### config.mk
export PLATFORM = sky130hd
export DESIGN_NAME = spp_mul
export DESIGN_NICKNAME = d
export VERILOG_FILES = /design/src/design/spherical_point_projector_macros.svh /design/src/design/spp_pkg.sv /design/src/design/spp_mul.sv
export SDC_FILE = /design/constraint.sdc
export NUM_CORES = 2
export LEC_CHECK = 0
export BUFFER_PORTS_ARGS = -buffer_cell sky130_fd_sc_hd__buf_2
export CORE_UTILIZATION = 47
export DETAILED_ROUTE_END_ITERATION = 10
export HOLD_SLACK_MARGIN = 0.03
export PLACE_DENSITY = 0.73
export SYNTH_ARGS = -nofsm -noshare
export SYNTH_HDL_FRONTEND = slang
export SYNTH_SLANG_ARGS = --single-unit
### constraint.sdc
create_clock -name clk_i -period 24.1 [get_ports clk_i]
set_input_delay 3.615 -clock clk_i [delete_from_list [all_inputs] [get_ports clk_i]]
set_output_delay 3.615 -clock clk_i [all_outputs]
set_load 0.01 [all_outputs]
### src/design/spherical_point_projector_macros.svh
// Assertion macros for the projector.
`ifndef SPHERICAL_POINT_PROJECTOR_MACROS_SVH
`define SPHERICAL_POINT_PROJECTOR_MACROS_SVH

`ifndef SYNTHESIS
`define SPP_ASSERT(lbl, prop, msg) \
  lbl: assert property (@(posedge clk_i) disable iff (!rst_ni) prop) else $error(msg);
`define SPP_ASSERT_RST(lbl, prop, msg) \
  lbl: assert property (@(posedge clk_i) prop) else $error(msg);
`else
`define SPP_ASSERT(lbl, prop, msg)
`define SPP_ASSERT_RST(lbl, prop, msg)
`endif

`endif

### src/design/spp_pkg.sv
package spp_pkg;

  localparam int unsigned FRAC_BITS_DEF = 16;
  localparam int unsigned WORD_W        = 32;
  localparam int unsigned ANGLE_W       = 19;
  localparam int unsigned DIM_W         = 13;
  localparam int unsigned TAN_W         = 31;
  localparam int unsigned ENTRY_W       = 4;
  localparam int unsigned MAT_DEPTH     = 12;
  localparam int unsigned COORD_W       = 16;
  localparam int unsigned STATUS_W      = 2;
  localparam int unsigned CFG_IDX_W     = 2;
  localparam int unsigned CFG_DATA_W    = 31;

  localparam int unsigned CORDIC_STEPS  = 28;
  localparam int unsigned STEP_W        = 5;
  localparam int unsigned Z_W           = 32;
  localparam int unsigned CS_W          = 33;
  localparam int unsigned MUL_W         = 34;
  localparam int unsigned PROD_W        = 2 * MUL_W;
  localparam int unsigned DEN_W         = 2 * TAN_W + 1;
  localparam int unsigned QUO_W         = 16;
  localparam int unsigned NUM_W_DEF     = DIM_W + 2 * TAN_W + 1;

  localparam logic signed [Z_W-1:0]  PI_Q28          = 32'sd843314857;
  localparam logic signed [Z_W-1:0]  HALF_PI_Q28     = 32'sd421657428;
  localparam logic signed [CS_W-1:0] CORDIC_GAIN_Q30 = 33'sd652032874;

  localparam logic OP_LOAD    = 1'b0;
  localparam logic OP_PROJECT = 1'b1;

  localparam logic [STATUS_W-1:0] ST_PROJECTED  = 2'd0;
  localparam logic [STATUS_W-1:0] ST_LOADED     = 2'd1;
  localparam logic [STATUS_W-1:0] ST_ZERO_DEPTH = 2'd2;
  localparam logic [STATUS_W-1:0] ST_SATURATED  = 2'd3;

  localparam logic [CFG_IDX_W-1:0] REG_SCREEN_WIDTH  = 2'd0;
  localparam logic [CFG_IDX_W-1:0] REG_SCREEN_HEIGHT = 2'd1;
  localparam logic [CFG_IDX_W-1:0] REG_TAN_HALF      = 2'd2;

  typedef struct packed {
    logic busy;
    logic done;
  } unit_stat_t;

  function automatic logic signed [Z_W-1:0] atan_q28(input logic [STEP_W-1:0] i);
    logic signed [Z_W-1:0] v;
    case (i)
      5'd0:    v = 32'sd210828714;
      5'd1:    v = 32'sd124459457;
      5'd2:    v = 32'sd65760959;
      5'd3:    v = 32'sd33381290;
      5'd4:    v = 32'sd16755422;
      5'd5:    v = 32'sd8385879;
      5'd6:    v = 32'sd4193963;
      5'd7:    v = 32'sd2097109;
      5'd8:    v = 32'sd1048571;
      5'd9:    v = 32'sd524287;
      5'd10:   v = 32'sd262144;
      5'd11:   v = 32'sd131072;
      5'd12:   v = 32'sd65536;
      5'd13:   v = 32'sd32768;
      5'd14:   v = 32'sd16384;
      5'd15:   v = 32'sd8192;
      5'd16:   v = 32'sd4096;
      5'd17:   v = 32'sd2048;
      5'd18:   v = 32'sd1024;
      5'd19:   v = 32'sd512;
      5'd20:   v = 32'sd256;
      5'd21:   v = 32'sd128;
      5'd22:   v = 32'sd64;
      5'd23:   v = 32'sd32;
      5'd24:   v = 32'sd16;
      5'd25:   v = 32'sd8;
      5'd26:   v = 32'sd4;
      5'd27:   v = 32'sd2;
      default: v = '0;
    endcase
    return v;
  endfunction

endpackage

### src/design/spp_mul.sv
module spp_mul (
  input  logic                                 clk_i,
  input  logic signed [spp_pkg::MUL_W-1:0]     a_i,
  input  logic signed [spp_pkg::MUL_W-1:0]     b_i,
  output logic signed [spp_pkg::PROD_W-1:0]    p_o
);

  logic signed [spp_pkg::PROD_W-1:0] p_q;

  always_ff @(posedge clk_i) begin
    p_q <= spp_pkg::PROD_W'(a_i) * spp_pkg::PROD_W'(b_i);
  end

  assign p_o = p_q;

endmodule

After elaboration in Yosys (flattened, before gate mapping)
Cells that the tools add are included.
{ "totals": {"register_bits": 68, "output_inout_bits": 68, "input_bits": 69, "n_memories": 0, "latchBits": 0, "mem_bits_rw": 0, "mem_bits_ro": 0} }
{ "classes": {"reduce_logical": 0, "mul": 1, "add_sub_neg": 0, "n_lt_le_gt_ge": 0, "div_mod_pow": 0, "shift": 0, "bitwise": 0, "n_mux": 0, "n_eq_ne": 0} }
{ "ops": {"columns": ["op", "n"], "rows": [
  ["multiplier 34 x 34 -> 68 bit", 1]
]} }

Depth between registers and ports, before layout
{ "logic_depth": {"ltp_word": 1, "ltp_mapped": 31} }

Worst setup path after synthesis
No wires, ideal clock.
{ "synth_path": {"kind": "input to register", "startpoint": "input port a_i[33] in the netlist's numbering", "endpoint": "register p_q, in the netlist p_o[65]", "arrival_time_ns": 11.033, "required_ns": 24.028, "n_path_buf": 2, "cell_stages": 24, "setup_slack_ns": 12.995, "cell_sequence": "clkbuf_1 > nand2_1 > inv_1 > fa_1 > fa_1 > fa_1 > fa_1 > inv_1 > fa_1 > fa_1 > fa_1 > fa_1 > inv_1 > ha_1 > clkdlybuf4s50_2 > nand3_1 > or2_2 > nor2_1 > a221oi_1 > o21ai_0 > a31oi_2 > nor2_2 > o41ai_2 > xnor2_1"} }
{ "synth_via": {"elab_chain_len": 1} }
{ "synth_lines": {"columns": ["element", "line", "source"], "rows": [
  ["start: declaration", "spp_mul.sv:3", "input logic signed [spp_pkg::MUL_W-1:0] a_i,"],
  ["multiplier 34 x 34 -> 68 bit", "spp_mul.sv:11", "p_q <= spp_pkg::PROD_W'(a_i) * spp_pkg::PROD_W'(b_i);"],
  ["end signal: assignment", "spp_mul.sv:11", null],
  ["end: declaration", "spp_mul.sv:8", "logic signed [spp_pkg::PROD_W-1:0] p_q;"]
]} }
No other way between the ends.

Worst setup path in the final report
{ "layout_path": {"startpoint": "input port a_i[33] in the netlist's numbering", "endpoint": "register p_q, in the netlist p_o[67]"} }
Same word-level chain as after synthesis.

==> impl_metrics.py <==
metrics = {
    "run_status": {
        "status": "completed",
    },
    "critical_path": {
        "cp_top_family": "adder cells",
        "crit_top_cell": "fa_1",
        "cp_slowest_cell": "fa_1",
        "cp-end-kind": "flop",
        "cp_num_buf_inv": 8,
        "cp-endpoint": "p_o[67]",
        "cp_data_arrival_time_ns": 11.91,
        "start_kind": "primary input",
        "required_ns": 24.39,
        "crit_type": "in -> reg",
        "crit_start": "a_i[33]",
        "slowest_delay_ns": 0.72,
        "cp_max_fo": 34,
        "cp.depth": 28,
    },
    "sta": {
        "fin_crit_sh_pct": 48.2,
        "fmax_ghz": 0.0861,
        "fin_tns_setup_ns": 0,
        "slew_headroom_pct": 21.7,
        "slew_violations": 0,
        "worst_slew_pin_slew_ns": 1.17,
        "setup_viol": 0,
        "worst_slack_ns": 12.48,
        "rsz0062_at_grt": "false",
        "hold_viol": 0,
        "fin_crit_ns": 11.62,
    },
    "final_layout": {
        "finalCoreUtilization_pct": 49.5,
        "nFillCells": 8311,
        "largest_reg_flops": 68,
        "drive_gt1_share_pct": 4.39,
        "area_growth_pct": 3.80,
        "fin_nets": 6001,
    },
    "drt": {
        "antenna_left": 0,
        "routed_wl_mm": 112,
        "drc": 0,
        "vias": 29900,
        "viasPerCell": 5.28,
        "drt_iter0_drc": 1975,
        "routedWlPerCell_um": 19.8,
        "drt_pre_antenna_iters": 6,
    },
    "global_route": {
        "use_met3_pct": 4.29,
        "grt_pass1_vias": 33700,
        "overflow": 0,
        "grtUsageMet1_pct": 34.2,
        "grt-busiest-layer": "met2",
        "grt_max_degree": 35,
        "grtUsageMet2_pct": 43.3,
        "grt_pass1_wl_mm": 186,
        "grtUsageTotal_pct": 25.9,
        "antenna_found_initial": 10,
    },
    "cts": {
        "ctsHoldBuffers": 0,
        "path_clk_slew_ns": 0.07,
        "cts_max_level": 3,
        "cts_resized": 0,
        "postCtsSetupBuffers": 0,
        "clockRootBuffer": "clkbuf_16",
        "cts_buffers": 9,
        "cts.sinks": 68,
        "cts_max_path_buffers": 2,
        "tritoncts": "yes",
    },
    "floorplanning": {
        "io_pins": 137,
        "die_area_um2": 92800,
        "die_w_um": 305,
        "core.rowCount": 110,
        "initial_core_util_pct": 47.7,
        "die_h_um": 305,
        "core-area_um2": 90300,
    },
    "synthesis": {
        "netlist_top_cells_area": "fa_1 (58%), inv_1 (11%), and2_1 (9.0%)",
        "ys_warn_count": 0,
        "async_flop_share_pct": 0,
        "synth_edf_count": 0,
        "ys_seq_area_share_pct": 3.16,
        "ys_types": 69,
        "netlist.area_leader.share_pct": 57.7,
        "synthCells": 4554,
        "synth_flop_cell": "dfxtp_1",
        "synth_nets": 6068,
        "syn_avg_cell_area_um2": 9.45,
        "ys_seq_elements": 68,
        "synth.largest_area_cell": "fa_1",
        "synth.cell_area_um2": 43000,
    },
    "flow_run": {
        "cap_violations": 0,
    },
    "placed_design": {
        "dpl_worst_slack_ns": 12.11,
        "hpwl_mm": 88.2,
        "gp_congestion": 0.903,
        "port_buffers": 136,
    },
    "hold_path": {
        "hold_class": "in -> reg",
    },
}
## how the worst min path moves through the flow
stage / from / end / cells after the start / slack, ns
floorplan: a_i[0] / p_o[0] / 1 / 3.74
global placement: p_o[29] / p_o[29] / 1 / 4.01
detailed placement: p_o[53] / p_o[53] / 1 / 4.01
CTS: b_i[0] / p_o[0] / 2 / 3.84
global route: b_i[0] / p_o[0] / 2 / 3.88
finish: b_i[0] / p_o[0] / 2 / 3.84
## metrics by stage
| stage | area (um2) | hold slack, ns | cells |
|---|---|---|---|
| 2_1_floorplan | 43000 | 3.74 | 4554 |
| 6_report | 44700 | 3.84 | 5671 |
| 4_1_cts | 44700 | 3.84 | 5667 |
| 3_5_place_dp | 44400 | 4.01 | 5652 |
| 3_3_place_gp | 44400 | 4.01 | 5652 |
| 5_1_grt | 44700 | 3.88 | 5668 |
## cells by family (layout without fill, tap and decap cells)
family                     count (synthesis)  after routing  synth area share [%]
DFF                                       68             68                  3.16
AOI/OAI and AO/OA                        206            206                  3.35
xor gates and xnor gates                  79             79                  1.61
adders and majority gates               1445           1445                  63.7
buffers and inverters                   1460           1397                  12.8
other                                      0              4                     0
and+or+nand+nor                         1296           1296                  15.4
## layout by cell type, fill, tap and decap left out, types with 3 or more instances in the layout
master,n
o21a_1,4
and3_2,3
a21oi_1,61
dfxtp_1,68
diode_2,4
o21ai_0,31
buf_4,14
o211ai_1,3
a21o_1,37
o41ai_1,3
o21ai_1,7
inv_1,1231
clkbuf_16,9
a221oi_1,3
ha_1,204
buf_2,136
nand2b_1,20
o21bai_1,12
and2_1,621
nor3_1,5
nor2_1,54
or2_2,4
nand4_1,11
a211oi_1,6
fa_1,1241
xor2_1,23
xnor2_1,56
and3_1,5
nand3_1,11
nand2_1,542
a31oi_1,7
o41ai_2,3
nor2b_1,9
## layout make-up
class                           count  area, um2  area share, %
Antenna cell                        4       10.0         0.0224
Inverter                         1232       4620           10.4
Timing Repair Buffer              150        786           1.76
Tap cell                         1176       1470           3.29
Multi-Input combinational cell   3026      36100           80.9
Sequential cell                    68       1360           3.05
Clock buffer                        9        225          0.504
Clock inverter                      6       42.5         0.0953
## Yosys cell counts, drive strengths merged, types with 4 or more instances
master / number
buf: 9
fa: 1241
a211oi: 7
a21o: 37
o21a: 4
xor2: 23
a221oi: 4
o21ai: 41
and3: 8
o41ai: 6
o21bai: 12
a21oi: 63
dfxtp: 68
nand4: 11
clkbuf: 217
nor2b: 9
inv: 1231
a31oi: 10
nor3: 5
or2: 4
nor2: 56
xnor2: 56
and2: 623
nand3: 11
nand2: 542
ha: 204
nand2b: 20
## per-layer routing
metal / vias up / part of all wire [%]
met5: - / 0.078
met4: 12 / 3.3
met3: 258 / 7.3
met2: 1176 / 49
met1: 15800 / 40
li1: 12700 / -
Power is not shown: default switching activity piles up to over one toggle a cycle in this logic, so the estimate is an artifact.
