$ cat src/design/spherical_point_projector_macros.svh
// Assertion macros for the projector.
`ifndef SPHERICAL_POINT_PROJECTOR_MACROS_SVH
`define SPHERICAL_POINT_PROJECTOR_MACROS_SVH

`ifndef SYNTHESIS
`define SPP_ASSERT(lbl, prop, msg) \
  lbl: assert property (@(posedge clk_i) disable iff (!rst_ni) prop) else $error(msg);
`define SPP_ASSERT_RST(lbl, prop, msg) \
  lbl: assert property (@(posedge clk_i) prop) else $error(msg);
`else
`define SPP_ASSERT(lbl, prop, msg)
`define SPP_ASSERT_RST(lbl, prop, msg)
`endif

`endif

$ cat src/design/spp_pkg.sv
package spp_pkg;

  localparam int unsigned FRAC_BITS_DEF = 16;
  localparam int unsigned WORD_W        = 32;
  localparam int unsigned ANGLE_W       = 19;
  localparam int unsigned DIM_W         = 13;
  localparam int unsigned TAN_W         = 31;
  localparam int unsigned ENTRY_W       = 4;
  localparam int unsigned MAT_DEPTH     = 12;
  localparam int unsigned COORD_W       = 16;
  localparam int unsigned STATUS_W      = 2;
  localparam int unsigned CFG_IDX_W     = 2;
  localparam int unsigned CFG_DATA_W    = 31;

  localparam int unsigned CORDIC_STEPS  = 28;
  localparam int unsigned STEP_W        = 5;
  localparam int unsigned Z_W           = 32;
  localparam int unsigned CS_W          = 33;
  localparam int unsigned MUL_W         = 34;
  localparam int unsigned PROD_W        = 2 * MUL_W;
  localparam int unsigned DEN_W         = 2 * TAN_W + 1;
  localparam int unsigned QUO_W         = 16;
  localparam int unsigned NUM_W_DEF     = DIM_W + 2 * TAN_W + 1;

  localparam logic signed [Z_W-1:0]  PI_Q28          = 32'sd843314857;
  localparam logic signed [Z_W-1:0]  HALF_PI_Q28     = 32'sd421657428;
  localparam logic signed [CS_W-1:0] CORDIC_GAIN_Q30 = 33'sd652032874;

  localparam logic OP_LOAD    = 1'b0;
  localparam logic OP_PROJECT = 1'b1;

  localparam logic [STATUS_W-1:0] ST_PROJECTED  = 2'd0;
  localparam logic [STATUS_W-1:0] ST_LOADED     = 2'd1;
  localparam logic [STATUS_W-1:0] ST_ZERO_DEPTH = 2'd2;
  localparam logic [STATUS_W-1:0] ST_SATURATED  = 2'd3;

  localparam logic [CFG_IDX_W-1:0] REG_SCREEN_WIDTH  = 2'd0;
  localparam logic [CFG_IDX_W-1:0] REG_SCREEN_HEIGHT = 2'd1;
  localparam logic [CFG_IDX_W-1:0] REG_TAN_HALF      = 2'd2;

  typedef struct packed {
    logic busy;
    logic done;
  } unit_stat_t;

  function automatic logic signed [Z_W-1:0] atan_q28(input logic [STEP_W-1:0] i);
    logic signed [Z_W-1:0] v;
    case (i)
      5'd0:    v = 32'sd210828714;
      5'd1:    v = 32'sd124459457;
      5'd2:    v = 32'sd65760959;
      5'd3:    v = 32'sd33381290;
      5'd4:    v = 32'sd16755422;
      5'd5:    v = 32'sd8385879;
      5'd6:    v = 32'sd4193963;
      5'd7:    v = 32'sd2097109;
      5'd8:    v = 32'sd1048571;
      5'd9:    v = 32'sd524287;
      5'd10:   v = 32'sd262144;
      5'd11:   v = 32'sd131072;
      5'd12:   v = 32'sd65536;
      5'd13:   v = 32'sd32768;
      5'd14:   v = 32'sd16384;
      5'd15:   v = 32'sd8192;
      5'd16:   v = 32'sd4096;
      5'd17:   v = 32'sd2048;
      5'd18:   v = 32'sd1024;
      5'd19:   v = 32'sd512;
      5'd20:   v = 32'sd256;
      5'd21:   v = 32'sd128;
      5'd22:   v = 32'sd64;
      5'd23:   v = 32'sd32;
      5'd24:   v = 32'sd16;
      5'd25:   v = 32'sd8;
      5'd26:   v = 32'sd4;
      5'd27:   v = 32'sd2;
      default: v = '0;
    endcase
    return v;
  endfunction

endpackage

$ cat src/design/spp_div.sv
module spp_div #(
  parameter int unsigned NUM_W = spp_pkg::NUM_W_DEF
) (
  input  logic                            clk_i,
  input  logic                            rst_ni,
  input  logic                            start_i,
  input  logic [NUM_W-1:0]                num_i,
  input  logic [spp_pkg::DEN_W-1:0]       den_i,
  output logic [spp_pkg::QUO_W-1:0]       quo_o,
  output logic                            big_o,
  output spp_pkg::unit_stat_t             stat_o
);

  localparam int unsigned QW    = spp_pkg::QUO_W;
  localparam int unsigned DW    = spp_pkg::DEN_W;
  localparam int unsigned REM_W = DW + 1;
  localparam int unsigned CNT_W = $clog2(QW);
  localparam int unsigned CMP_W = (NUM_W > DW + QW) ? NUM_W : DW + QW;

  localparam logic [1:0] D_IDLE = 2'd0;
  localparam logic [1:0] D_CHK  = 2'd1;
  localparam logic [1:0] D_RUN  = 2'd2;

  logic [1:0]        state_q;
  logic [CNT_W-1:0]  cnt_q;
  logic              done_q, big_q;
  logic [NUM_W-1:0]  num_q;
  logic [DW-1:0]     den_q;
  logic [REM_W-1:0]  rem_q, rem2, rem_d;
  logic [QW-1:0]     low_q, quo_q;
  logic              ge, over;

  always_comb begin
    over  = CMP_W'(num_q) >= CMP_W'({den_q, {QW{1'b0}}});
    rem2  = {rem_q[REM_W-2:0], low_q[QW-1]};
    ge    = rem2 >= REM_W'(den_q);
    rem_d = ge ? rem2 - REM_W'(den_q) : rem2;
  end

  always_ff @(posedge clk_i or negedge rst_ni) begin
    if (!rst_ni) begin
      state_q <= D_IDLE;
      cnt_q   <= '0;
      done_q  <= 1'b0;
    end else begin
      done_q <= 1'b0;
      case (state_q)
        D_IDLE: if (start_i) state_q <= D_CHK;
        D_CHK: begin
          cnt_q <= '0;
          if (over) begin
            done_q  <= 1'b1;
            state_q <= D_IDLE;
          end else begin
            state_q <= D_RUN;
          end
        end
        D_RUN: begin
          cnt_q <= cnt_q + 1'b1;
          if (cnt_q == CNT_W'(QW - 1)) begin
            done_q  <= 1'b1;
            state_q <= D_IDLE;
          end
        end
        default: state_q <= D_IDLE;
      endcase
    end
  end

  always_ff @(posedge clk_i) begin
    case (state_q)
      D_IDLE: begin
        if (start_i) begin
          num_q <= num_i;
          den_q <= den_i;
        end
      end
      D_CHK: begin
        big_q <= over;
        rem_q <= REM_W'(num_q[NUM_W-1:QW]);
        low_q <= num_q[QW-1:0];
        quo_q <= '0;
      end
      D_RUN: begin
        rem_q <= rem_d;
        low_q <= {low_q[QW-2:0], 1'b0};
        quo_q <= {quo_q[QW-2:0], ge};
      end
      default: ;
    endcase
  end

  assign quo_o       = quo_q;
  assign big_o       = big_q;
  assign stat_o.busy = (state_q != D_IDLE);
  assign stat_o.done = done_q;

endmodule

$ cat config.mk
export PLATFORM = sky130hd
export DESIGN_NAME = spp_div
export DESIGN_NICKNAME = d
export VERILOG_FILES = /design/src/design/spherical_point_projector_macros.svh /design/src/design/spp_pkg.sv /design/src/design/spp_div.sv
export SDC_FILE = /design/constraint.sdc
export NUM_CORES = 1
export LEC_CHECK = 0
export ABC_CLOCK_PERIOD_IN_PS = 6000
export BUFFER_PORTS_ARGS = -buffer_cell sky130_fd_sc_hd__clkbuf_2
export CELL_PAD_IN_SITES_DETAIL_PLACEMENT = 1
export CELL_PAD_IN_SITES_GLOBAL_PLACEMENT = 1
export CORE_ASPECT_RATIO = 2
export CORE_MARGIN = 1
export CORE_UTILIZATION = 47
export CTS_CLUSTER_DIAMETER = 50
export CTS_CLUSTER_SIZE = 12
export DETAILED_ROUTE_END_ITERATION = 10
export PLACE_DENSITY = 0.86
export SLEW_MARGIN = 10
export SYNTH_ARGS = -nofsm -noshare
export SYNTH_HDL_FRONTEND = slang
export SYNTH_SLANG_ARGS = --single-unit
$ cat constraint.sdc
create_clock -name clk_i -period 6 [get_ports clk_i]
set_input_delay 1.2 -clock clk_i [delete_from_list [all_inputs] [get_ports clk_i]]
set_output_delay 1.2 -clock clk_i [all_outputs]
set_load 0.01 [all_outputs]
# Word-level counts from Yosys, hierarchy flattened

Cells that the tools add are included.

Input port bits: 142
Output and inout bits: 19
Logic and storage cells: 35
Flip-flop bits (word level): 242

Reductions and logical operators: 5
Add/subtract/negate cells: 2
Multiplexer cells: 12
Eq/ne operators: 5
Magnitude comparators: 2

Operator list:

| operator            | number |
|---|---|
| $pmux 63 s2         | 1 |
| $ge 76x79->1        | 1 |
| $ge 64x63->1        | 1 |
| $pmux 16 s2         | 2 |
| $mux 63             | 1 |
| $sub 63x63->63      | 1 |
| $pmux 4 s2          | 1 |
| $mux 2              | 3 |
| $pmux 2 s3          | 1 |
| $add 4x1->4 const B | 1 |
| $eq 4x4->1 const B  | 1 |
| $ne 2x2->1 const B  | 2 |
| $reduce_and 2->1    | 2 |
| $reduce_bool 2->1   | 2 |
| $eq 2x1->1 const B  | 1 |
| $eq 2x2->1 const B  | 1 |
| $logic_not 2->1     | 1 |
| $mux 1              | 2 |
| $pmux 1 s2          | 1 |

# Depth between registers and ports, before layout

Gate-level depths: netlist (run 1).

Word-level depth: 3
Mapped depth: 15

# Worst setup path after synthesis (run 1)

No wires, ideal clock.

Kind: input to register
From: in start_i
To: reg den_q[0] (enable)
Arrival: 4.362 ns
Setup time: 0.515 ns
Data required time: 5.485 ns
Slack: 1.124 ns
Path buffers: 0
Stages on the path: 1
Cell sequence: and2_1

Cells in the longest elaborated chain, start to end: 1

RTL lines:

| what                       | line          | source |
|---|---|---|
| start, declared            | spp_div.sv:6  | `input logic start_i,` |
| $reduce_and 2->1 (no line) | --            |  |
| end signal, assigned       | spp_div.sv:75 | `den_q <= den_i;` |
| end, declared              | spp_div.sv:28 | `logic [DW-1:0] den_q;` |

Every way passes these cells.
A chain may end at the register's enable or synchronous reset.

# Worst setup path in the final report (run 1)

From: reg den_q[0]
To: reg rem_q[53], data pin

Cells in the longest elaborated chain, start to end: 3
Elaborated cells between the ends (all ways): 4
Those cells by class: add/sub (1); order compare (1); mux (2)

RTL lines:

| what                                                  | line                         | source |
|---|---|---|
| $sub 63x63->63 / $ge 64x63->1 (equally long branches) | spp_div.sv:37, spp_div.sv:36 |  |
| $mux 63 (*)                                           | spp_div.sv:37                | `rem_d = ge ? rem2 - REM_W'(den_q) : rem2;` |
| $pmux 63 s2 (*)                                       | spp_div.sv:71                | `case (state_q)` |
| end signal, assigned                                  | spp_div.sv:80                | `rem_q <= REM_W'(num_q[NUM_W-1:QW]);` |
| end signal, assigned                                  | spp_div.sv:85                | `rem_q <= rem_d;` |
| end, declared                                         | spp_div.sv:29                | `logic [REM_W-1:0] rem_q, rem2, rem_d;` |

Every way passes the cells marked *; elsewhere a longest branch is shown, timed or not.

==> results.md, run 1 <==
- Most frequent cells in the layout: 235 x edfxtp_1, 166 x a21oi_1, 160 x clkbuf_2, 126 x ha_1, 117 x nor2_1
- Final HPWL from detailed placement: 33,300 um
- Core area: 30,200 um^2
- Worst-Margin Slew: 1.04 ns
- Critical path class: flip-flop to flip-flop
- P&R area growth vs syn: 13.1%
- Drt wl/cell: 22.9 um
- H-tree depth: 1
- Yosys reg bits: 242
- Vias: 11,360
- Clk slew on worst S/H paths: 0.06 ns
- R2R cell count: 12
- Die height: 250 um
- Cts hold-fix bufs: 0
- I/O pin total: 161
- Wirelength, routed: 43,000 um
- TritonCTS buffer count: 26
- Placed cell area: 15,500 um^2
- Setup Skew: 0.0348 ns
- WL met2: 24,200 um
- ANT nets after route: 0
- Hold Vio Cnt, Final: 0
- Gr usage total: 27.6%
- Share of post-route cells with drive strength above 1: 15.4%
- Final setup violation count: 0
- R2R Setup Slk: 1.81 ns
- Post-CTS Setup Inserts: 0
- DRC violations left: 0
- Syn nets: 1,625
- Site Rows: 90
- Worst Slack Setup Final: 1.81 ns
- Ys Warns: 0
- Design Area, Final: 16,300 um^2
- Critical Path End Type: flip-flop
- Ys flop type: edfxtp_1
- TritonCTS clock tree: yes
- Largest net degree at the start of global routing: 85
- Overflow after GRT: 0
- Fin crit period: 4.19 ns
- Slew headroom: 30.5%
- DR vias/cell: 6.05
- Power per cell area: 611 nW/um^2
- CP arrival: 4.45 ns
- Yosys top cell area share: 48.9%
- Fmax: 239 MHz
- Crit path launch type: flip-flop
- Setup TNS: 0 ns
- CTS-repair resized insts: 0
- Metal3 WL: 1280 um
- GP Congestion: 0.963
- Top post-synthesis cells by area: edfxtp_1 49%, ha_1 11%, a21oi_1 5.8%, nor2_1 3.0%, o21ai_0 2.5%
- Status: complete, no violations
- Hold WC Path Type: input pin to async pin
- Peak VDD IR: 0.309 mV
- DRT met1 WL: 14,100 um
- # clock sinks: 242
- IO Port Bufs: 160
- RR Startpoint: den_q[0]$_DFFE_PP_
- Fill cell count: 3,339
- Most common cell after layout, fill and taps aside: edfxtp_1
- EDFF count, synth: 235
- Max cap viols: 0
- Die Footprint: 31,400 um^2
- Antenna violations before repair: 1
- Sequential area share after synthesis: 50.1%
- Mapped Cells: 1,354
- WP data required: 6.26 ns
- Syn avg cell area: 10.7 um^2
- Util after Layout: 54.1%
- First-pass DRT Iterations: 4
- Max Slew Vio Count: 0
- Root Driver: clkbuf_16
- Starting Density: 47.8%
- Distinct cell type count after synthesis: 71
- Largest fanout on the critical path: 16
- Dpl ws: 1.83 ns
- Mapped Area: 14,400 um^2
- Reg2reg end: rem_q[53]$_DFFE_PP_
- Worst-Skew Late Latency: 0.56 ns
- RSZ-0062 raised after global routing: no
- Pleak: 0.00674 uW
- Iteration-0 DRC Markers: 581
- Async set-reset flop share out of synthesis: 2.89%
- First-pass GRT wire length: 66,600 um
- Final net count: 1,764
- Fin crit share: 69.9%
- Uppermost layer routed: met4
- CTS Buffer Depth: 3
- Hold Slack: 0.475 ns
- Vias in the first global route: 12,615
- Chip width: 126 um
- Cell taking the most area after synthesis: edfxtp_1
-- metal layers --
layer  up-vias  track usage (%)
met2       297             54.3
met3       159             2.66
met5         -                0
li1       5313                -
met4         0             21.1
met1      5591             25.4
-- cells by family (layout without fill, tap and decap cells) --
family	after synthesis	in the layout	synth area share (%)
DFF	242	242	50.1
and+or+nand+nor	355	355	11.8
xor gates and xnor gates	53	53	3.22
adders and majority gates	129	129	11.2
AOI/OAI and AO/OA	403	403	17.3
other	0	1	0
muxes	32	32	2.39
buffers and inverters	140	296	3.94
-- registers in the layout, indices dropped and copies added (netlist names) --
signal   flops
done_q       1
den_q       63
num_q       76
quo_o       16
state_q      2
cnt_q        4
big_o        1
low_q       16
rem_q       63
-- worst max-delay path by stage --
stage	start	endpoint	slack (ns)	cells past startpoint
4_1_cts	den_q[0]$_DFFE_PP_	rem_q[53]$_DFFE_PP_	1.80	12
6_report	den_q[0]$_DFFE_PP_	rem_q[53]$_DFFE_PP_	1.81	12
3_5_place_dp	den_q[0]$_DFFE_PP_	rem_q[53]$_DFFE_PP_	1.83	12
2_1_floorplan	start_i	den_q[0]$_DFFE_PP_	1.12	1
5_1_grt	den_q[0]$_DFFE_PP_	rem_q[53]$_DFFE_PP_	1.62	12
3_3_place_gp	den_q[0]$_DFFE_PP_	rem_q[53]$_DFFE_PP_	2.04	12
-- cells in the mapped netlist (all sizes together), types with 7 or more instances --
master,n
a21oi,168
nand3,20
and2,25
dfrtp,7
and3,10
a31oi,15
nand4,32
o21ai,78
edfxtp,235
nand2b,7
nand2,84
mux2i,13
buf,19
nor2,117
o21a,13
inv,85
mux2,19
nor4,7
clkbuf,36
ha,128
a211oi,7
a21o,47
xnor2,35
o21bai,9
xor2,18
o211ai,13
nor3,18
nor2b,14
-- power by group --
group          switching (uW)  total [uW]  internal (uW)  leakage, uW
logic                    3510        5430           1920      0.00404
clock network             666        1510            848     0.000370
registers                 311        3020           2710      0.00233
total                    4480        9960           5480      0.00674
-- worst max-delay path: stages (launching register included) --
cell and delay (ns):
edfxtp_1 0.41, ha_1 0.25, fa_1 0.40, nand2b_1 0.18, a21oi_1 0.30, a221oi_2 0.17, o211ai_2 0.33, a21oi_2 0.17
o22ai_1 0.33, a211o_1 0.63, buf_4 0.38, mux2i_1 0.23, a21oi_1 0.10
-- final cells by class --
class | count | area (um^2) | share of cell area (%)
multi-input cells | 972 | 6650 | 40.8
flip-flops and latches | 242 | 7230 | 44.3
inverters | 85 | 319 | 1.96
repair buffers | 166 | 871 | 5.34
clock buffers | 37 | 692 | 4.24
diodes | 1 | 2.50 | 0.0153
clock inverters | 8 | 86.3 | 0.529
well taps | 368 | 460 | 2.82
-- per-stage QoR --
step	power [uW]	cells
finish	9960	1879
global route	10600	1879
CTS	9970	1878
detailed placement	8400	1833
global placement	8170	1833
floorplan	6830	1354
Note: power is estimated with default switching activity, not from simulation.
==> run 2: changes to the inputs <==
--- a/config.mk
+++ b/config.mk
@@ -5,17 +5,18 @@
 export SDC_FILE = /design/constraint.sdc
 export NUM_CORES = 1
 export LEC_CHECK = 0
-export ABC_CLOCK_PERIOD_IN_PS = 6000
+export ABC_AREA = 1
+export ABC_CLOCK_PERIOD_IN_PS = 3400
 export BUFFER_PORTS_ARGS = -buffer_cell sky130_fd_sc_hd__clkbuf_2
 export CELL_PAD_IN_SITES_DETAIL_PLACEMENT = 1
 export CELL_PAD_IN_SITES_GLOBAL_PLACEMENT = 1
 export CORE_ASPECT_RATIO = 2
 export CORE_MARGIN = 1
-export CORE_UTILIZATION = 47
+export CORE_UTILIZATION = 40
 export CTS_CLUSTER_DIAMETER = 50
 export CTS_CLUSTER_SIZE = 12
 export DETAILED_ROUTE_END_ITERATION = 10
-export PLACE_DENSITY = 0.86
+export PLACE_DENSITY = 0.82
 export SLEW_MARGIN = 10
 export SYNTH_ARGS = -nofsm -noshare
 export SYNTH_HDL_FRONTEND = slang
==> constraint.sdc (replaced) <==
create_clock -name clk_i -period 3.4 [get_ports clk_i]
set_input_delay 0.68 -clock clk_i [delete_from_list [all_inputs] [get_ports clk_i]]
set_output_delay 0.68 -clock clk_i [all_outputs]
set_load 0.01 [all_outputs]
==> run 2 against run 1 <==
Net effect:
- clock skew increased by 0.019 ns
- cell area up 19%
- first-iteration DRC count is 3.8% higher
- wire length up 51%
- core utilization is 7.7 points lower
- fmax grew 30%
- die area increased by 38%
- non-clock buffer count grew 18
- critical path type unchanged
- largest power group unchanged
==> results.md, run 2 <==
- Status: complete, no violations
- Critical-path top delay cell: fa_1
- Site Rows: 106 (+18%)
- H-tree depth: 1 (unchanged)
- Fin crit share: 94.8% (+25 points)
- Top cell by count, worst path: nand2_1
- Vias in the first global route: 17,434 (+38%)
- Gr usage total: 30.5% (+2.8 points)
- Crit path buffers/inverters: 2 (+1)
- Setup TNS: 0 ns (unchanged)
- Max Slew Vio Count: 0 (unchanged)
- Hold Slack: 0.228 ns (-0.248 ns)
- Most common cell after layout, fill and taps aside: nand2_1
- Final net count: 2,728 (+55%)
- Power per cell area: 1050 nW/um^2 (+71%)
- Max reg flops: 76 (unchanged)
- Antenna cells: 0 (-1)
- # clock sinks: 242 (unchanged)
- DRC violations left: 0 (unchanged)
- Worst-Skew Late Latency: 0.62 ns (+0.06 ns)
- Cell taking the most area after synthesis: edfxtp_1
- EDFF count, synth: 235 (unchanged)
- Crit path largest cell delay: 0.42 ns (-0.21 ns)
- Critical Path End Type: flip-flop
- GP Congestion: 1.08 (+12%)
- Crit path cell chain: ha_1 -> fa_1 -> inv_1 -> nand2_1 -> nand2_1 -> nand3_2 -> nand2_2 -> nand2_1 -> nand2_2 -> nand2_2 -> nand3_2 -> nand2_2 -> nand2_4 -> buf_4 -> nand3_1 -> nand2_1 -> nand2_1
- Syn avg cell area: 7.48 um^2 (-30%)
- Most numerous cell in the Yosys netlist: nand2_1
- IO Port Bufs: 160 (unchanged)
- Net switching power: 10,400 uW (+130%)
- P&R area growth vs syn: 13.9%
- Post-CTS Setup Inserts: 0 (unchanged)
- Iteration-0 DRC Markers: 603 (+3.8%)
- R2R Setup Slk: 0.18 ns (-1.63 ns)
- Mapped Cells: 2,281 (+68%)
- Hold Vio Cnt, Final: 0 (unchanged)
- Fin cells: 3,017 (+61%)
- Wirelength, routed: 64,900 um (+51%)
- Pleak: 0.0100 uW (+49%)
- Overflow after GRT: 0 (unchanged)
- Ys Warns: 0 (unchanged)
- Final HPWL from detailed placement: 52,600 um (+58%)
- RSZ-0062 raised after global routing: no
- Final setup violation count: 0 (unchanged)
- Power share of the sequential group: 26.1% (-4.2 points)
- CTS Buffer Depth: 3 (unchanged)
- Syn nets: 2,552 (+57%)
- Worst-Margin Slew: 1.08 ns (+0.0395 ns)
- Pint: 9960 uW (+82%)
- Max cap viols: 0 (unchanged)
- Most frequent cells in the layout: 918 x nand2_1, 403 x inv_1, 235 x edfxtp_1, 160 x clkbuf_2, 131 x nor2_1
- Mapped Area: 17,100 um^2 (+18%)
- Sequential area share after synthesis: 42.4% (-7.7 points)
- WP data required: 3.74 ns (-2.52 ns)
- TritonCTS buffer count: 28 (+7.7%)
- Die height: 294 um (+18%)
- Setup Skew: 0.0539 ns (+0.0191 ns)
- Util after Layout: 46.4% (-7.7 points)
- Share of post-route cells with drive strength above 1: 10.9% (-4.5 points)
- Starting Density: 40.7% (-7.1 points)
- CP arrival: 3.56 ns (-0.89 ns)
- Slew headroom: 27.7% (-2.8 points)
- Switching share of power: 51.0% (+6.0 points)
- ANT nets after route: 0 (unchanged)
- I/O pin total: 161 (unchanged)
- Root Driver: clkbuf_16
- Critical path class: flip-flop to flip-flop
- Biggest register: num_q
- Async set-reset flop share out of synthesis: 2.89% (unchanged)
- First-pass DRT Iterations: 4 (unchanged)
- Crit path launch type: flip-flop
- Yosys reg bits: 242 (unchanged)
- Biggest regs: num_q x76, den_q x63, rem_q x63
- Distinct cell type count after synthesis: 40 (-44%)
- Antenna violations before repair: 0 (-1)
- DR vias/cell: 5.18 (-14%)
- Logic gate share of total power: 59.2% (+4.7 points)
- Hold WC Path Type: input pin to flip-flop
- Ys flop type: edfxtp_1
- Top post-synthesis cells by area: edfxtp_1 41%, nand2_1 20%, ha_1 9.4%, inv_1 8.9%, nand3_1 3.6%
- Fill cell count: 5,405 (+62%)
- Drt wl/cell: 21.5 um (-6.0%)
- Vias: 15,633 (+38%)
- Chip width: 148 um (+18%)
- Die Footprint: 43,500 um^2 (+38%)
- First-pass GRT wire length: 97,300 um (+46%)
- Fmax: 310 MHz (+30%)
- Inst Count DP: 2,966 (+62%)
- Fin crit period: 3.22 ns (-0.970 ns)
- Largest fanout on the critical path: 22 (+6)
- Clk pwr share: 14.7% (-0.5 points)
- Core area: 41,900 um^2 (+39%)
- Cell family with most CP delay: simple AND/OR/NAND/NOR gates
- Yosys top cell area share: 41.4% (-7.5 points)
- Clk slew on worst S/H paths: 0.07 ns (about the same)
- Synth top cells by count: 918 x nand2_1, 405 x inv_1, 235 x edfxtp_1
- Largest net degree at the start of global routing: 66 (-22%)
- TritonCTS clock tree: yes
- Peak VDD IR: 0.751 mV (+140%)
[run 2: cell types whose count changed after synthesis, moves of 16 or more]
| cell | before | now |
|---|---|---|
| a21oi_1 | 166 | 85 |
| o21ai_0 | 72 | 17 |
| nand2_1 | 84 | 918 |
| a21o_1 | 47 | 1 |
| nand3b_1 | 0 | 41 |
| nand3_1 | 20 | 121 |
| and2_1 | 24 | 2 |
| clkbuf_1 | 36 | 18 |
| inv_1 | 85 | 405 |
| xor2_1 | 18 | 2 |
| mux2_2 | 19 | 0 |
[run 2: final cells by class]
cell class	count	area, um^2	area share, %
Clock buffer	39	742	3.82
Clock inverter	11	130	0.670
Inverter	411	1550	7.96
Multi-Input combinational cell	1590	8080	41.6
Sequential cell	242	7230	37.2
Tap cell	540	676	3.48
Timing Repair Buffer	184	1020	5.26
[run 2: path summary, 6_finish.rpt]
kind / startpoint / depth (start not counted) / end
max in group asynchronous: rst_ni / 2 / state_q[1]$_DFFE_PN0P_
min in group asynchronous: rst_ni / 2 / cnt_q[0]$_DFFE_PN0P_
worst min register to register: cnt_q[0]$_DFFE_PN0P_ / 1 / cnt_q[0]$_DFFE_PN0P_
worst max-delay path: den_q[0]$_DFFE_PP_ / 17 / rem_q[57]$_DFFE_PP_
worst max register to register: den_q[0]$_DFFE_PP_ / 17 / rem_q[57]$_DFFE_PP_
worst min-delay path: num_i[20] / 1 / num_q[20]$_DFFE_PP_
[run 2: cell families (layout without fill, tap and decap cells)]
| group | Yosys count | count (layout) | synth area share, % |
|---|---|---|---|
| AOI/OAI and AO/OA | 113 | 113 | 3.47 |
| xor gates and xnor gates | 30 | 30 | 1.54 |
| adders and majority gates | 129 | 129 | 9.51 |
| buffers and inverters | 449 | 645 | 10.4 |
| DFF | 242 | 242 | 42.4 |
| and+or+nand+nor | 1318 | 1318 | 32.7 |
[run 2: per-layer routing]
metal  share of wire, %  global-route usage [%]  up-vias  wire length (um)
met3                4.1                    4.73      265              2650
met2                 54                    59.1      452             35200
met4                 11                    29.6        0              7200
li1                   -                       -     7567                 -
met5                  0                       0        -                 0
met1                 31                    25.1     7349             19800
[run 2: worst reg2reg max path: stages (launching register included)]
cell      delay [ns]
edfxtp_1        0.41
ha_1            0.25
fa_1            0.42
inv_1           0.11
nand2_1         0.05
nand2_1         0.09
nand3_2         0.09
nand2_2         0.12
nand2_1         0.07
nand2_2         0.14
nand2_2         0.08
nand3_2         0.07
nand2_2         0.08
nand2_4         0.24
buf_4           0.41
nand3_1         0.15
nand2_1         0.09
nand2_1         0.05
[run 2: timing repair]
action	4_1_cts	5_1_grt
endpoints found under the hold margin	7	0
hold buffers	1	0
gates resized for setup	0	1
setup endpoints to repair	0	25
[run 2: power by group through the flow]
stage                     registers, uW  clock network (uW)  logic [uW]
final                              5300                2980       12000
after global routing               5390                3120       13200
after detailed placement           5330                   0       11900
after CTS                          5290                3040       11900
after global placement             5280                   0       11500
after floorplan                    5250                   0        7790
[run 2: through the flow]
step	instance area [um^2]	total power (uW)	setup WS, ns
2_1_floorplan	17100	13000	0.0794
3_3_place_gp	18500	16800	0.315
3_5_place_dp	18500	17200	0.221
4_1_cts	19400	20300	0.188
5_1_grt	19400	21700	0.0238
6_report	19400	20300	0.177
==> run 3: changes to the inputs <==
--- a/config.mk
+++ b/config.mk
@@ -17,6 +17,7 @@
 export CTS_CLUSTER_SIZE = 12
 export DETAILED_ROUTE_END_ITERATION = 10
 export PLACE_DENSITY = 0.82
+export RECOVER_POWER = 25
 export SLEW_MARGIN = 10
 export SYNTH_ARGS = -nofsm -noshare
 export SYNTH_HDL_FRONTEND = slang
==> run 3 against run 2 <==
Net effect:
- combinational power is essentially flat
- clock power is essentially flat
- wire length about the same
- sequential share of layout area about the same
- critical endpoint unchanged
- largest cell class unchanged
- largest power group unchanged
- highest routed layer unchanged
==> results.md, run 3 (same netlist as run 2, synthesis figures left out) <==
- Dpl ws: 0.221 ns (unchanged)
- Largest net degree at the start of global routing: 66 (unchanged)
- R2R cell count: 17 (unchanged)
- Drt wl/cell: 21.5 um (about the same)
- Die Footprint: 43,500 um^2 (unchanged)
- Antenna cells: 0 (unchanged)
- Pleak: 0.0100 uW (-0.18%)
- TritonCTS buffer count: 28 (unchanged)
- Max cap viols: 0 (unchanged)
- CTS Buffer Depth: 3 (unchanged)
- H-tree depth: 1 (unchanged)
- Final setup violation count: 0 (unchanged)
- Crit path launch type: flip-flop
- RSZ-0062 raised after global routing: no
- Wirelength, routed: 64,900 um (about the same)
- Fill cell count: 5,406 (+0.019%)
- Final HPWL from detailed placement: 52,600 um (unchanged)
- Hold Vio Cnt, Final: 0 (unchanged)
- Worst min-delay path endpoint: num_q[20]$_DFFE_PP_
- # clock sinks: 242 (unchanged)
- GP Congestion: 1.08 (unchanged)
- Site Rows: 106 (unchanged)
- Chip width: 148 um (unchanged)
- Most common cell after layout, fill and taps aside: nand2_1
- Fmax: 311 MHz (+0.13%)
- Fin crit period: 3.22 ns (-0.00419 ns)
- Starting Density: 40.7% (unchanged)
- First-pass DRT Iterations: 5 (+1)
- Status: complete, no violations
- CP arrival: 3.55 ns (about the same)
- IO Port Bufs: 160 (unchanged)
- Gr usage total: 30.5% (unchanged)
- Clk slew on worst S/H paths: 0.07 ns (about the same)
- DRC violations left: 0 (unchanged)
- Setup TNS: 0 ns (unchanged)
- Share of post-route cells with drive strength above 1: 10.7% (-0.24 points)
- Power per cell area: 1050 nW/um^2 (about the same)
- R2R Setup Slk: 0.18 ns (about the same)
- Setup Skew: 0.0532 ns (-0.000696 ns)
- First-pass GRT wire length: 97,300 um (unchanged)
- TritonCTS clock tree: yes
- CP startpoint: den_q[0]$_DFFE_PP_
- Max Slew Vio Count: 0 (unchanged)
- DR vias/cell: 5.18 (about the same)
- Root Driver: clkbuf_16
- Core area: 41,900 um^2 (unchanged)
- Vias: 15,643 (+0.064%)
- WP data required: 3.74 ns (about the same)
- HP Start: num_i[20]
- Peak VDD IR: 0.757 mV (+0.78%)
- Critical Path End Type: flip-flop
- Post-CTS Setup Inserts: 0 (unchanged)
- Fin crit share: 94.7% (-0.12 points)
- RR Startpoint: den_q[0]$_DFFE_PP_
- ANT nets after route: 0 (unchanged)
- I/O pin total: 161 (unchanged)
- Hold WC Path Type: input pin to flip-flop
- Iteration-0 DRC Markers: 584 (-3.2%)
- WHS Path Cells: 1 (unchanged)
- Worst-Margin Slew: 1.08 ns (+0.0000873 ns)
- Most frequent cells in the layout: 918 x nand2_1, 403 x inv_1, 235 x edfxtp_1, 154 x clkbuf_2, 131 x nor2_1
- Biggest regs: num_q x76, den_q x63, rem_q x63
- P&R area growth vs syn: 13.9% (about the same)
- Critical path class: flip-flop to flip-flop
- Overflow after GRT: 0 (unchanged)
- Final net count: 2,728 (unchanged)
- Max reg flops: 76 (unchanged)
- Largest fanout on the critical path: 22 (unchanged)
- Antenna violations before repair: 0 (unchanged)
- Worst-Skew Late Latency: 0.62 ns (about the same)
- Biggest register: num_q
- Slew headroom: 27.7% (about the same)
- Die height: 294 um (unchanged)
- Vias in the first global route: 17,434 (unchanged)
- Worst Slack Setup Final: 0.182 ns (+0.00419 ns)
- Reg2reg end: rem_q[57]$_DFFE_PP_
-- run 3: critical path: stages (launching register included) --
cell,delay [ns]
edfxtp_1,0.41
ha_1,0.25
fa_1,0.42
inv_1,0.11
nand2_1,0.05
nand2_1,0.09
nand3_2,0.09
nand2_2,0.12
nand2_1,0.07
nand2_2,0.14
nand2_2,0.08
nand3_2,0.07
nand2_2,0.08
nand2_4,0.24
buf_4,0.39
nand3_1,0.14
nand2_1,0.09
nand2_1,0.05
-- run 3: worst max-delay path by stage --
stage | end | slack, ns | cells after the start
detailed placement | rem_q[25]$_DFFE_PP_ | 0.22 | 17
finish | rem_q[57]$_DFFE_PP_ | 0.18 | 17
floorplan | cnt_q[3]$_DFFE_PN0P_ | 0.08 | 6
CTS | rem_q[25]$_DFFE_PP_ | 0.19 | 17
global route | rem_q[37]$_DFFE_PP_ | 0.02 | 17
global placement | rem_q[25]$_DFFE_PP_ | 0.32 | 17
-- run 3: stage by stage --
step | utilization, % | hold WS (ns) | instance area (um^2) | power (uW) | std cells
after CTS | 46.4 | 0.208 | 19400 | 20300 | 3017
final | 46.3 | 0.228 | 19400 | 20300 | 3017
after detailed placement | 44.2 | 0.502 | 18500 | 17200 | 2966
after floorplan | - | 0.384 | 17100 | 13000 | 2281
after global routing | 46.3 | 0.217 | 19400 | 21700 | 3017
after global placement | 44.2 | 0.482 | 18500 | 16800 | 2966
-- run 3: report_power, final --
group	switching, uW	leakage, uW	internal, uW
clock network	1360	0.000421	1620
registers	521	0.00234	4780
logic	8480	0.00725	3560
-- run 3: area by class of cell --
type	count	area (um^2)	area share, %
inverters	411	1550	7.96
flip-flops and latches	242	7230	37.2
repair buffers	184	1010	5.22
well taps	540	676	3.48
multi-input cells	1590	8080	41.6
clock inverters	11	130	0.670
clock buffers	39	742	3.82
-- run 3: layer usage --
metal / vias to the layer above / track usage (%) / wire, um
met5: - / 0 / 0
met4: 0 / 29.6 / 7240
met3: 264 / 4.73 / 2590
met2: 441 / 59.1 / 35200
met1: 7370 / 25.1 / 19900
li1: 7568 / - / -
-- run 3: what timing repair did --
action                     4_1_cts  5_1_grt
hold buffers                     1        0
gates resized for setup          0        1
hold endpoints to repair         7        0
setup endpoints to repair        0       25
